[config.mk]
export PLATFORM = sky130hd
export DESIGN_NAME = neuron_tanh_with_relevance
export DESIGN_NICKNAME = d
export VERILOG_FILES = /design/src/hdl/ntr_pkg.sv /design/src/hdl/ntr_div.sv /design/src/hdl/ntr_datapath.sv /design/src/hdl/ntr_ctrl.sv /design/src/hdl/neuron_tanh_with_relevance.sv
export SDC_FILE = /design/constraint.sdc
export NUM_CORES = 2
export LEC_CHECK = 0
export CAP_MARGIN = 10
export CORE_MARGIN = 2
export CORE_UTILIZATION = 60
export CTS_CLUSTER_DIAMETER = 120
export CTS_CLUSTER_SIZE = 24
export DETAILED_ROUTE_END_ITERATION = 10
export DONT_BUFFER_PORTS = 1
export GPL_TIMING_DRIVEN = 0
export PLACE_DENSITY = 0.78
export SLEW_MARGIN = 20
export SYNTH_ARGS = -nofsm -noshare
export SYNTH_HDL_FRONTEND = slang
export SYNTH_SLANG_ARGS = --single-unit
export TNS_END_PERCENT = 20
[constraint.sdc]
create_clock -name clk -period 13 [get_ports clk]
set_clock_uncertainty 0.2 [all_clocks]
set_input_delay 1.3 -clock clk [delete_from_list [all_inputs] [get_ports clk]]
set_output_delay 1.3 -clock clk [all_outputs]
set_load 0.02 [all_outputs]
[src/hdl/ntr_pkg.sv]
// Package for the tanh neuron with L1 relevance.
// Holds the datapath opcodes, the command and status structs and fixed widths.
// Used by ntr_div, ntr_datapath, ntr_ctrl and neuron_tanh_with_relevance.
package ntr_pkg;

	localparam int ACC_W    = 48;
	localparam int REL_W    = 26;
	localparam int DIV_DW   = 49;
	localparam int DIV_VW   = 35;
	localparam int DIV_CW   = 6;
	localparam int K_W      = 5;
	localparam int TAYLOR_TERMS = 16;
	localparam int SQUARINGS    = 4;
	localparam logic [REL_W-1:0] THRESH_RESET = 26'd328;

	typedef enum logic [3:0] {
		OP_NONE,
		OP_BIAS,
		OP_PREP,
		OP_TMUL,
		OP_TDIV,
		OP_TACC,
		OP_SMUL,
		OP_SRND,
		OP_FDIV,
		OP_OUT
	} op_t;

	typedef struct packed {
		op_t            op;
		logic [K_W-1:0] k;
		logic           acc_en;
	} cmd_t;

	typedef struct packed {
		logic big;
		logic div_done;
		logic out_free;
	} stat_t;

endpackage

[src/hdl/ntr_div.sv]
// Restoring divider, one quotient bit per cycle.
// Used for the final tanh quotient, whose divisor is a signal; uses ntr_pkg.
module ntr_div (
	input  logic                       clk,
	input  logic                       arst_n,
	input  logic                       start,
	input  logic [ntr_pkg::DIV_DW-1:0] dividend,
	input  logic [ntr_pkg::DIV_VW-1:0] divisor,
	output logic [ntr_pkg::DIV_DW-1:0] quotient,
	output logic                       done
);
	import ntr_pkg::*;

	logic [DIV_VW-1:0] rem_q;
	logic [DIV_VW-1:0] dvs_q;
	logic [DIV_DW-1:0] quo_q;
	logic [DIV_CW-1:0] cnt_q;
	logic              busy_q;
	logic              done_q;
	logic [DIV_VW:0]   rem_sh;
	logic [DIV_VW:0]   diff;

	assign rem_sh = {rem_q, quo_q[DIV_DW-1]};
	assign diff   = rem_sh - {1'b0, dvs_q};

	always_ff @(posedge clk or negedge arst_n) begin
		if (!arst_n) begin
			busy_q <= 1'b0;
			done_q <= 1'b0;
			cnt_q  <= '0;
		end else begin
			done_q <= 1'b0;
			if (start) begin
				busy_q <= 1'b1;
				cnt_q  <= DIV_CW'(DIV_DW);
			end else if (busy_q) begin
				cnt_q <= cnt_q - 1'b1;
				if (cnt_q == DIV_CW'(1)) begin
					busy_q <= 1'b0;
					done_q <= 1'b1;
				end
			end
		end
	end

	always_ff @(posedge clk) begin
		if (start) begin
			rem_q <= '0;
			dvs_q <= divisor;
			quo_q <= dividend;
		end else if (busy_q) begin
			// The remainder stays below the divisor, so the top bit of rem_sh is spare.
			if (!diff[DIV_VW]) begin
				rem_q <= diff[DIV_VW-1:0];
				quo_q <= {quo_q[DIV_DW-2:0], 1'b1};
			end else begin
				rem_q <= rem_sh[DIV_VW-1:0];
				quo_q <= {quo_q[DIV_DW-2:0], 1'b0};
			end
		end
	end

	assign quotient = quo_q;
	assign done     = done_q;

endmodule

[src/hdl/ntr_datapath.sv]
// Datapath: accumulators, shared multiplier, divider, tanh evaluation and result registers.
// Driven by ntr_ctrl through cmd_t; uses ntr_pkg and ntr_div.
module ntr_datapath #(
	parameter int MAX_INPUTS = 1024
) (
	input  logic                      clk,
	input  logic                      arst_n,
	input  ntr_pkg::cmd_t             cmd,
	output ntr_pkg::stat_t            stat,
	input  logic                      cfg_we,
	input  logic [ntr_pkg::REL_W-1:0] cfg_wdata,
	input  logic signed [15:0]        weight,
	input  logic signed [15:0]        activation,
	input  logic signed [15:0]        bias,
	output logic                      out_valid,
	input  logic                      out_ready,
	output logic signed [15:0]        node_output,
	output logic [ntr_pkg::REL_W-1:0] relevance,
	output logic                      keep_node
);
	import ntr_pkg::*;

	localparam longint CAP_FULL = longint'(MAX_INPUTS) * 32768;
	localparam longint CAP_SAT  = (CAP_FULL > 67108863) ? 67108863 : CAP_FULL;
	localparam logic [REL_W-1:0] REL_CAP = REL_W'(CAP_SAT);
	localparam logic signed [ACC_W:0] ACC_HI = {2'b00, {(ACC_W-1){1'b1}}};
	localparam logic signed [ACC_W:0] ACC_LO = {2'b11, {(ACC_W-1){1'b0}}};
	localparam logic [32:0] ONE_Q32 = 33'h1_0000_0000;

	logic signed [ACC_W-1:0] acc_q;
	logic [REL_W-1:0]        mag_q;
	logic [REL_W-1:0]        thr_q;
	logic signed [15:0]      bias_q;
	logic                    neg_q;
	logic                    big_q;
	logic [31:0]             z_q;
	logic [32:0]             term_q;
	logic [32:0]             sum_q;
	logic [65:0]             prod_s1;
	logic                    out_valid_q;
	logic signed [15:0]      node_q;
	logic [REL_W-1:0]        rel_q;
	logic                    keep_q;

	logic signed [31:0]      wa;
	logic signed [ACC_W:0]   acc_add;
	logic signed [ACC_W-1:0] acc_next;
	logic signed [ACC_W:0]   bias_add;
	logic signed [ACC_W-1:0] bias_sat;
	logic [16:0]             abs_w;
	logic [REL_W:0]          mag_add;
	logic [ACC_W-1:0]        t_abs;
	logic [31:0]             sq_in;
	logic [64:0]             rnd_sum;
	logic [33:0]             den;
	logic [32:0]             num;
	logic [32:0]             recip_k;
	logic [2:0]              recip_sh;
	logic [65:0]             tquo;
	logic [32:0]             mul_a;
	logic [32:0]             mul_b;
	logic                    div_start;
	logic [DIV_DW-1:0]       div_dividend;
	logic [DIV_VW-1:0]       div_divisor;
	logic [DIV_DW-1:0]       div_quo;
	logic                    div_done;
	logic [15:0]             r_mag;

	assign wa      = weight * activation;
	assign acc_add = {acc_q[ACC_W-1], acc_q} + (ACC_W+1)'(wa);
	always_comb begin
		if (acc_add > ACC_HI) begin
			acc_next = ACC_HI[ACC_W-1:0];
		end else if (acc_add < ACC_LO) begin
			acc_next = ACC_LO[ACC_W-1:0];
		end else begin
			acc_next = acc_add[ACC_W-1:0];
		end
	end

	assign bias_add = {acc_q[ACC_W-1], acc_q} + ((ACC_W+1)'(bias_q) <<< 15);
	always_comb begin
		if (bias_add > ACC_HI) begin
			bias_sat = ACC_HI[ACC_W-1:0];
		end else if (bias_add < ACC_LO) begin
			bias_sat = ACC_LO[ACC_W-1:0];
		end else begin
			bias_sat = bias_add[ACC_W-1:0];
		end
	end

	assign abs_w   = weight[15] ? 17'(-{weight[15], weight}) : {1'b0, weight};
	assign mag_add = {1'b0, mag_q} + (REL_W+1)'(abs_w);
	assign t_abs   = acc_q[ACC_W-1] ? ACC_W'(-acc_q) : acc_q;
	assign sq_in   = sum_q[32] ? 32'hFFFF_FFFF : sum_q[31:0];
	assign rnd_sum = {1'b0, prod_s1[63:0]} + 65'h0_8000_0000;
	assign num     = ONE_Q32 - sum_q;
	assign den     = {1'b0, ONE_Q32} + {1'b0, sum_q};
	assign r_mag   = big_q ? 16'd32767 : div_quo[15:0];

	// Division of a Taylor term by its index k: the term is below 2^32, so multiplying by
	// floor(2^(32+l)/k) + 1 with l = ceil(log2(k)) and shifting right by 32+l gives the exact floor.
	always_comb begin
		case (cmd.k)
			5'd1:    begin recip_k = 33'h1_0000_0001; recip_sh = 3'd0; end
			5'd2:    begin recip_k = 33'h1_0000_0001; recip_sh = 3'd1; end
			5'd3:    begin recip_k = 33'h1_5555_5556; recip_sh = 3'd2; end
			5'd4:    begin recip_k = 33'h1_0000_0001; recip_sh = 3'd2; end
			5'd5:    begin recip_k = 33'h1_9999_999A; recip_sh = 3'd3; end
			5'd6:    begin recip_k = 33'h1_5555_5556; recip_sh = 3'd3; end
			5'd7:    begin recip_k = 33'h1_2492_4925; recip_sh = 3'd3; end
			5'd8:    begin recip_k = 33'h1_0000_0001; recip_sh = 3'd3; end
			5'd9:    begin recip_k = 33'h1_C71C_71C8; recip_sh = 3'd4; end
			5'd10:   begin recip_k = 33'h1_9999_999A; recip_sh = 3'd4; end
			5'd11:   begin recip_k = 33'h1_745D_1746; recip_sh = 3'd4; end
			5'd12:   begin recip_k = 33'h1_5555_5556; recip_sh = 3'd4; end
			5'd13:   begin recip_k = 33'h1_3B13_B13C; recip_sh = 3'd4; end
			5'd14:   begin recip_k = 33'h1_2492_4925; recip_sh = 3'd4; end
			5'd15:   begin recip_k = 33'h1_1111_1112; recip_sh = 3'd4; end
			5'd16:   begin recip_k = 33'h1_0000_0001; recip_sh = 3'd4; end
			default: begin recip_k = 33'h1_0000_0001; recip_sh = 3'd0; end
		endcase
	end

	assign tquo = prod_s1 >> (7'd32 + 7'(recip_sh));

	always_comb begin
		mul_a = term_q;
		mul_b = {1'b0, z_q};
		case (cmd.op)
			OP_TDIV: begin
				mul_a = {1'b0, prod_s1[63:32]};
				mul_b = recip_k;
			end
			OP_SMUL: begin
				mul_a = {1'b0, sq_in};
				mul_b = {1'b0, sq_in};
			end
			default: begin
				mul_a = term_q;
				mul_b = {1'b0, z_q};
			end
		endcase
	end

	always_comb begin
		div_start    = 1'b0;
		div_dividend = '0;
		div_divisor  = '0;
		case (cmd.op)
			OP_FDIV: begin
				div_start    = 1'b1;
				div_dividend = DIV_DW'({num, 16'b0}) - DIV_DW'({num, 1'b0}) + DIV_DW'(den);
				div_divisor  = {den, 1'b0};
			end
			default: begin
				div_start = 1'b0;
			end
		endcase
	end

	ntr_div u_div (
		.clk      (clk),
		.arst_n   (arst_n),
		.start    (div_start),
		.dividend (div_dividend),
		.divisor  (div_divisor),
		.quotient (div_quo),
		.done     (div_done)
	);

	always_ff @(posedge clk or negedge arst_n) begin
		if (!arst_n) begin
			acc_q       <= '0;
			mag_q       <= '0;
			thr_q       <= THRESH_RESET;
			out_valid_q <= 1'b0;
		end else begin
			if (cfg_we) begin
				thr_q <= cfg_wdata;
			end
			if (cmd.op == OP_OUT) begin
				out_valid_q <= 1'b1;
			end else if (out_valid_q && out_ready) begin
				out_valid_q <= 1'b0;
			end
			if (cmd.acc_en) begin
				acc_q <= acc_next;
				mag_q <= (mag_add > {1'b0, REL_CAP}) ? REL_CAP : mag_add[REL_W-1:0];
			end
			case (cmd.op)
				OP_BIAS: begin
					acc_q <= bias_sat;
				end
				OP_OUT: begin
					acc_q <= '0;
					mag_q <= '0;
				end
				default: begin
				end
			endcase
		end
	end

	always_ff @(posedge clk) begin
		if (cmd.acc_en) begin
			bias_q <= bias;
		end
		case (cmd.op)
			OP_PREP: begin
				neg_q  <= acc_q[ACC_W-1];
				big_q  <= t_abs >= (ACC_W'(6) << 30);
				z_q    <= t_abs[32:1];
				term_q <= ONE_Q32;
				sum_q  <= ONE_Q32;
			end
			OP_TMUL, OP_TDIV, OP_SMUL: begin
				prod_s1 <= 66'(mul_a) * 66'(mul_b);
			end
			OP_TACC: begin
				term_q <= tquo[32:0];
				if (cmd.k[0]) begin
					sum_q <= sum_q - tquo[32:0];
				end else begin
					sum_q <= sum_q + tquo[32:0];
				end
			end
			OP_SRND: begin
				sum_q <= rnd_sum[64:32];
			end
			OP_OUT: begin
				node_q <= neg_q ? -$signed(r_mag) : $signed(r_mag);
				rel_q  <= mag_q;
				keep_q <= mag_q >= thr_q;
			end
			default: begin
			end
		endcase
	end

	assign stat.big      = big_q;
	assign stat.div_done = div_done;
	assign stat.out_free = !out_valid_q || out_ready;

	assign out_valid   = out_valid_q;
	assign node_output = node_q;
	assign relevance   = rel_q;
	assign keep_node   = keep_q;

endmodule

[src/hdl/ntr_ctrl.sv]
// Controller: sequences accumulation, bias, Taylor series, squarings and final quotient.
// Issues cmd_t to ntr_datapath and reads stat_t back; uses ntr_pkg.
module ntr_ctrl (
	input  logic           clk,
	input  logic           arst_n,
	input  logic           in_valid,
	input  logic           last_element,
	output logic           in_ready,
	input  ntr_pkg::stat_t stat,
	output ntr_pkg::cmd_t  cmd
);
	import ntr_pkg::*;

	typedef enum logic [3:0] {
		S_IDLE, S_BIAS, S_PREP, S_CHK, S_TMUL, S_TDIV, S_TACC,
		S_SMUL, S_SRND, S_FDIV, S_FWAIT, S_OUT
	} state_t;

	state_t         state_q;
	logic [K_W-1:0] k_q;
	logic [1:0]     sq_q;
	logic           accept;

	assign in_ready = (state_q == S_IDLE);
	assign accept   = in_valid && in_ready;

	always_ff @(posedge clk or negedge arst_n) begin
		if (!arst_n) begin
			state_q <= S_IDLE;
			k_q     <= '0;
			sq_q    <= '0;
		end else begin
			case (state_q)
				S_IDLE:  if (accept && last_element) state_q <= S_BIAS;
				S_BIAS:  state_q <= S_PREP;
				S_PREP:  state_q <= S_CHK;
				S_CHK: begin
					k_q     <= K_W'(1);
					state_q <= stat.big ? S_OUT : S_TMUL;
				end
				S_TMUL:  state_q <= S_TDIV;
				S_TDIV:  state_q <= S_TACC;
				S_TACC: begin
					if (k_q == K_W'(TAYLOR_TERMS)) begin
						sq_q    <= '0;
						state_q <= S_SMUL;
					end else begin
						k_q     <= k_q + 1'b1;
						state_q <= S_TMUL;
					end
				end
				S_SMUL:  state_q <= S_SRND;
				S_SRND: begin
					if (sq_q == 2'(SQUARINGS - 1)) begin
						state_q <= S_FDIV;
					end else begin
						sq_q    <= sq_q + 1'b1;
						state_q <= S_SMUL;
					end
				end
				S_FDIV:  state_q <= S_FWAIT;
				S_FWAIT: if (stat.div_done) state_q <= S_OUT;
				S_OUT:   if (stat.out_free) state_q <= S_IDLE;
				default: state_q <= S_IDLE;
			endcase
		end
	end

	always_comb begin
		cmd.acc_en = accept;
		cmd.k      = k_q;
		case (state_q)
			S_BIAS:  cmd.op = OP_BIAS;
			S_PREP:  cmd.op = OP_PREP;
			S_TMUL:  cmd.op = OP_TMUL;
			S_TDIV:  cmd.op = OP_TDIV;
			S_TACC:  cmd.op = OP_TACC;
			S_SMUL:  cmd.op = OP_SMUL;
			S_SRND:  cmd.op = OP_SRND;
			S_FDIV:  cmd.op = OP_FDIV;
			S_OUT:   cmd.op = stat.out_free ? OP_OUT : OP_NONE;
			default: cmd.op = OP_NONE;
		endcase
	end

endmodule

[src/hdl/neuron_tanh_with_relevance.sv]
// Top level of the dense-layer neuron with tanh output and L1 relevance.
// Instantiates ntr_ctrl and ntr_datapath; uses ntr_pkg.
//
//   Channel  Signals                                   Direction
//   in       in_valid/in_ready, weight, activation,    into block
//            bias, last_element
//   out      out_valid/out_ready, node_output,         out of block
//            relevance, keep_node
//   cfg      cfg_we, cfg_wdata (prune threshold)       into block
//
// An item that is not the last of its row is accumulated as it is accepted; the next can follow at once.
// The last item of a row starts the tanh evaluation: 16 Taylor terms, each a multiply, a
// reciprocal multiply for the division by k and an accumulate, 4 squarings, each a multiply
// and a rounding, and a 49-step bit-serial division, while in_ready stays low; arguments
// of magnitude 6 or more skip the evaluation and go straight to the output.
// A result that waits in the output register holds the controller before the next result.
// Reset clears both sums and loads the threshold with 328.
module neuron_tanh_with_relevance #(
	parameter int MAX_INPUTS = 1024
) (
	input  logic                      clk,
	input  logic                      arst_n,
	input  logic                      in_valid,
	output logic                      in_ready,
	input  logic signed [15:0]        weight,
	input  logic signed [15:0]        activation,
	input  logic signed [15:0]        bias,
	input  logic                      last_element,
	output logic                      out_valid,
	input  logic                      out_ready,
	output logic signed [15:0]        node_output,
	output logic [ntr_pkg::REL_W-1:0] relevance,
	output logic                      keep_node,
	input  logic                      cfg_we,
	input  logic [ntr_pkg::REL_W-1:0] cfg_wdata
);
	import ntr_pkg::*;

	cmd_t  cmd;
	stat_t stat;

	ntr_ctrl u_ctrl (
		.clk          (clk),
		.arst_n       (arst_n),
		.in_valid     (in_valid),
		.last_element (last_element),
		.in_ready     (in_ready),
		.stat         (stat),
		.cmd          (cmd)
	);

	ntr_datapath #(
		.MAX_INPUTS (MAX_INPUTS)
	) u_dp (
		.clk         (clk),
		.arst_n      (arst_n),
		.cmd         (cmd),
		.stat        (stat),
		.cfg_we      (cfg_we),
		.cfg_wdata   (cfg_wdata),
		.weight      (weight),
		.activation  (activation),
		.bias        (bias),
		.out_valid   (out_valid),
		.out_ready   (out_ready),
		.node_output (node_output),
		.relevance   (relevance),
		.keep_node   (keep_node)
	);

	// The last item of a row closes the input until its result is produced.
	assert property (@(posedge clk) disable iff (!arst_n)
		(in_valid && in_ready && last_element) |=> !in_ready)
		else $error("input still open after the last item of a row");

	// A new result is only produced while the input is closed.
	assert property (@(posedge clk) disable iff (!arst_n)
		$rose(out_valid) |-> $past(!in_ready))
		else $error("result produced while input was open");

endmodule

; ---- Yosys cells after proc, flatten, opt, wreduce, memory -nomap -nowiden
; Memory sizes are Yosys's and may differ from the RTL's.
; Index checks and enable logic that the tools add are counted.
; W data, S select, Z words.
[op_classes]
add_sub_neg = 18
multipliers = 2
n_lt_le_gt_ge = 7
eq_ne = 29
n_shift = 1
mux = 49
reduce_logical = 18
[op_table]
columns = op, count
row1 = $mux W48, 6
row2 = $pmux W33 S2, 3
row3 = $mux W49, 3
row4 = $pmux W33 S3, 1
row5 = $gt A49 B48 Y1 const B, 2
row6 = $lt A49 B48 Y1 const B, 2
row7 = $pmux W48 S2, 1
row8 = $mux W26, 3
row9 = $mul A33 B33 Y66, 1
row10 = $shr A66 B7 Y33, 1
row11 = $add A64 B32 Y65 const B, 1
row12 = $add A48 B31 Y49, 1
row13 = $add A48 B32 Y49, 1
row14 = $add A49 B34 Y49, 1
row15 = $sub A49 B34 Y49, 1
row16 = $ge A48 B33 Y1 const B, 1
row17 = $neg A48 Y48, 1
row18 = $pmux W4 S12, 1
row19 = $pmux W4 S9, 1
row20 = $sub A36 B35 Y36, 1
row21 = $mux W35, 1
row22 = $add A33 B33 Y34 const A, 1
row23 = $add A33 B33 Y33, 1
row24 = $mux W33, 1
row25 = other kinds (40), 87
[totals]
reg_bits = 464
mem_bits_ro = 1088
input_bits = 80
output_inout_bits = 45
word_cells = 149
mem_count = 1
[mem_list]
columns = memory, words, width, rd, rd_ports_with_merged_regs, wr, line_no
row1 = (name not given), 32, 34, 1, 0, 0, ntr_datapath.sv:104  ; case (cmd.k)

; ---- Longest topological paths before layout
[logic_depth]
depth_word = 7
mapped_depth = 40
mapped_depth_nobuf = 36

; ---- Hierarchy
; Synthesis repeated with hierarchy kept, for this count alone.
[unflattened]
cells_unflattened = 9187
area_unflattened_um2 = 81411.8
[by_module_without_submodules]
columns = mod, instances, cells_each, area_per_inst_um2, seq_area_each_um2
row1 = ntr_datapath, 1, 8416, 73389.1, 8356.8
row2 = ntr_div, 1, 674, 7196.9, 3423.3
row3 = ntr_ctrl, 1, 97, 825.8, 275.3

; ---- Worst setup path before layout
; No wires, ideal clock.
[synth_path]
path_kind = reg2reg
startpoint = register u_ctrl.k_q[0]
endpoint = register u_dp.prod_s1[62] (data pin)
setup_time_ns = 0.259
arrival_ns = 9.054
required_time_ns = 12.541
setup_slack_ns = 3.487
path_stages_with_launch = 38
n_path_buf = 3
synth_period_minus_slack_ns = 9.513
cell_sequence = dfrtp_1 buf_2 inv_1 ha_1 nand2_1 a31o_2 o21ai_0 a21o_1 clkbuf_1 buf_1 nor2_1 fa_1 inv_1 fa_1 inv_1 fa_1 inv_1 fa_1 [... 2 more ...] fa_1 fa_1 inv_1 fa_1 inv_1 ha_1 a21oi_1 nand2b_1 o21ai_0 a221oi_1 a311oi_1 o21ai_0 o21a_1 o22ai_1 o31ai_1 a21o_1 a31o_2 xor2_1
[synth_via]
elab_chain_len = 3
[synth_lines]
columns = element, line_no
row1 = start: declaration, ntr_ctrl.sv:20  ; logic [K_W-1:0] k_q;
row2 = start signal: assignment, ntr_ctrl.sv:48  ; k_q <= k_q + 1'b1;
row3 = $mem_v2 Z32 W34, n/a
row4 = $pmux W33 S2, ntr_datapath.sv:130  ; case (cmd.op)
row5 = $mul A33 B33 Y66, ntr_datapath.sv:218  ; prod_s1 <= 66'(mul_a) * 66'(mul_b);
row6 = end signal: assignment, ntr_datapath.sv:218
row7 = end: declaration, ntr_datapath.sv:39  ; logic [65:0] prod_s1;
; No other way between the ends.
; A chain may end at the register's enable or synchronous reset.

; ---- Final worst setup path
[layout_path]
startpoint = register u_ctrl.state_q[3]
endpoint = register u_dp.prod_s1[65] (data pin)
[layout_via]
elab_chain_len = 5
word_cells_on_any_way = 15
classes_between = mul (1) / eq/ne (11) / mux (3)
[layout_lines]
columns = element, line_no
row1 = start: declaration, ntr_ctrl.sv:19  ; state_t state_q;
row2 = start signal: assignment, ntr_ctrl.sv:39  ; state_q <= stat.big ? S_OUT : S_TMUL;
row3 = $eq A4 B4 Y1 (tied with other cells), ntr_ctrl.sv:72  ; case (state_q)
row4 = $pmux W4 S9 (*), ntr_ctrl.sv:72
row5 = $eq A4 B3 Y1, ntr_datapath.sv:130
row6 = $pmux W33 S2, ntr_datapath.sv:130
row7 = $mul A33 B33 Y66 (*), ntr_datapath.sv:218
; Every way passes the cells marked *; elsewhere a longest branch is shown, timed or not.

==> impl_results.md <==
* Critical Path Fanout Max at 10
* Flops & latches, synth at 432
* Distinct cells, synth at 105
* Die X at 367 um
* Sequential-to-total area share from yosys stat at 15.21%
* Worst-margin pin slew at 1.239 ns
* GP Congestion at 1.066
* Final hold slack at 0.1474 ns
* Required @ worst endpoint at 13.18 ns
* Initial Util at 60.29%
* Detail Route Antenna Nets at 0
* Delay-heaviest family, CP: adder cells
* Die Ht at 367 um
* Clock slew at reported path FFs at 0.10 ns
* Post-route setup TNS at 0 ns
* Crit path launch: u_ctrl.state_q[3]$_DFFE_PN0P_
* GRT overflow at 0
* Status: complete, no violations
* Io pins at 125
* CTS tree: yes
* Area Growth Syn to Fin at 4.683%
* Design Area, Final at 82,760 um2
* Pin count of the biggest net entering global routing at 121
* Post-route setup slack at 0.06489 ns
* Worst Reg-to-Reg Cells at 35
* Pleak at 40.57 nW
* Post CTS Setup Buffer Count at 0
* Synth async-reset ratio at 27.78%
* Syn Area/Cell at 8.894 um2
* Maximum VDD drop at 0.0009750 V
* Min Tclk post-route at 12.94 ns
* Critical path data arrival time at 13.11 ns
* Num CTS Buffers at 23
* Max frequency at 77.31 MHz
* Clock buffer depth at 3
* Initial DRC count at 7,033
* Vias in the first global route at 69.40k
* Share of layout cells above drive strength 1 at 3.195%
* Most frequent CP cell: fa_1
* Worst r2r dst: u_dp.prod_s1[65]$_DFFE_PP_
* Slowest cell on the critical path: clkbuf_1
* Placed Area at 81,820 um2
* Max cap viols at 0
* Most used DFF post-synth: edfxtp_1
* Final Net Count at 10.98k
* Hold Crit Class: input pin to asynchronous set/reset pin
* Final hold vios at 0
* R2R Setup Slk at 0.06 ns
* Final worst-path cycle share at 99.50%
* Total number of vias at 67.22k
* Tot GR Track Use at 44.19%
* Sink Count at 432
* Post-synth EDFFs at 277
* R2R Path Start: u_ctrl.state_q[3]$_DFFE_PN0P_
* Startpoint types: register
* Initial DRT Pass Iterations at 8
* H-tree depth at 1
* Worst-Skew Late Latency at 0.64 ns
* Synthesized instance count at 8,889
* Slew Viols, Final at 0
* Die area at 134,700 um2
* Num rows at 133
* Power per cell area at 167.6 nW/um2
* Setup Crit Path Kind: register to register
* Core area at 131,100 um2
* Syn. warnings at 0
* CP peak stage delay at 0.64 ns
* Final WL at 294,200 um
* Relative slew slack at 17.42%
* Critical Path Sink Type: register
* Vias per cell at 6.274
* DPL Wire Length at 244,200 um
* WL/cell at 27.46 um
* Root Buffer: clkbuf_16
* Dpl ws at -0.7248 ns
* Remaining DRCs at 0
* Post-CTS Hold Buffers at 0
* Port Buf Inserts at 0
* RSZ-0062 raised after global routing: no
* Worst path bufs/invs at 10
* Setup-failing EPs final at 0
* Synth Cell Area at 79,060 um2
* Initial antenna violation count at 9
* First-pass GRT wire length at 438,700 um
synthesized netlist by cell type (35+ instances only):
master / instances / share of area, %
inv_1: 1547 / 7.3
fa_1: 1345 / 34
nand2_1: 1067 / 5.1
nor2_1: 860 / 4.1
ha_1: 617 / 9.8
clkbuf_1: 367 / 1.7
a21oi_1: 355 / 2.2
o21ai_0: 336 / 2.1
edfxtp_1: 277 / 11
xnor2_1: 227 / 2.5
a21o_1: 170 / 1.6
xor2_1: 151 / 1.7
and2_1: 130 / 1.0
dfrtp_1: 117 / 3.7
nand3_1: 105 / 0.66
nand2b_1: 78 / 0.62
and3_1: 70 / 0.55
a31oi_1: 68 / 0.54
nor3_1: 67 / 0.42
o21a_1: 62 / 0.59
nor2b_1: 56 / 0.44
nand4_1: 48 / 0.38
o22ai_1: 48 / 0.38
mux2i_1: 47 / 0.60
o31ai_1: 46 / 0.44
a211oi_1: 40 / 0.38
dfxtp_1: 35 / 0.89
kinds of logic after synthesis:
family,count (synthesis),synth area share [%]
compound gates,1465,11.96
mux,59,0.8419
flops,432,15.21
xor+xnor,378,4.187
other cells,1,0.004743
buf+inv,1971,9.399
simple gates,2621,14.58
fa+ha+maj,1962,43.82
report_power, final:
group / leakage [nW] / internal (mW) / switching (mW)
clock: 0.366 / 0.379 / 0.518
combinational: 36.6 / 4.24 / 7.28
sequential: 3.57 / 1.45 / 0.00197
total: 40.6 / 6.07 / 7.80
sequential cells by signal, summed over array words and instances (netlist names), 2 cells and up:
name	flops
u_ctrl.k_q	5
u_ctrl.sq_q	2
u_ctrl.state_q	4
u_dp.acc_q	48
u_dp.bias_q	16
u_dp.mag_q	26
u_dp.node_output	16
u_dp.prod_s1	35
u_dp.relevance	26
u_dp.sum_q	33
u_dp.term_q	33
u_dp.thr_q	26
u_dp.u_div.cnt_q	6
u_dp.u_div.dvs_q	34
u_dp.u_div.quotient	49
u_dp.u_div.rem_q	35
u_dp.z_q	32
layout make-up:
cell class	count	area [um2]
Clock inverter	5	58.81
Buffer	414	1672
Fill cell	11278	48370
Sequential cell	432	12030
Clock buffer	37	690.7
Multi-Input combinational cell	6487	59930
Timing Repair Buffer	28	356.6
Antenna cell	7	17.52
Inverter	1549	5814
Tap cell	1755	2196
timing repair:
item | 4_1_cts | 5_1_grt
setup endpoints to repair | 21 | 17
cloned | 0 | 0
pin swaps | 0 | 1
gates resized for setup | 12 | 117
how the worst max path moves through the flow:
| stage | end | slack [ns] | cells after the start |
|---|---|---|---|
| 6_report | u_dp.prod_s1[65]$_DFFE_PP_ | 0.06 | 35 |
| 2_1_floorplan | u_dp.prod_s1[62]$_DFFE_PP_ | 3.49 | 37 |
| 3_5_place_dp | u_dp.prod_s1[65]$_DFFE_PP_ | -0.72 | 35 |
| 3_3_place_gp | u_dp.prod_s1[65]$_DFFE_PP_ | -1.21 | 34 |
| 4_1_cts | u_dp.prod_s1[62]$_DFFE_PP_ | 0.005 | 34 |
| 5_1_grt | u_dp.prod_s1[61]$_DFFE_PP_ | 0.002 | 32 |
per-stage QoR:
step	utilization, %	power, mW	cells
global placement	61.97	12.47	10645
CTS	62.98	13.62	10710
finish	63.12	13.87	10714
floorplan	-	9.580	8890
global route	63.10	15.08	10708
detailed placement	62.40	12.68	10672
routing by layer:
metal  vias to the layer above  routed length [um]  GRT usage (%)
met5                         -                  47              0
met4                         8               25280          28.53
li1                      28569                   -              -
met3                      1198               31300          10.98
met1                     33507              105600          54.19
met2                      3940              132000          69.80
layout by cell type (no fill, tap or decap), types with 65 or more instances in the layout:
| cell type | instances |
|---|---|
| o21ai_0 | 331 |
| nand3_1 | 105 |
| nand2_1 | 1067 |
| nand2b_1 | 78 |
| nor3_1 | 65 |
| a21o_1 | 169 |
| a21oi_1 | 353 |
| clkbuf_1 | 319 |
| xnor2_1 | 227 |
| and3_1 | 70 |
| dfrtp_1 | 117 |
| edfxtp_1 | 277 |
| inv_1 | 1545 |
| ha_1 | 617 |
| nor2_1 | 855 |
| and2_1 | 130 |
| xor2_1 | 151 |
| fa_1 | 1343 |
No activity file was read; power rests on OpenSTA's default activity.
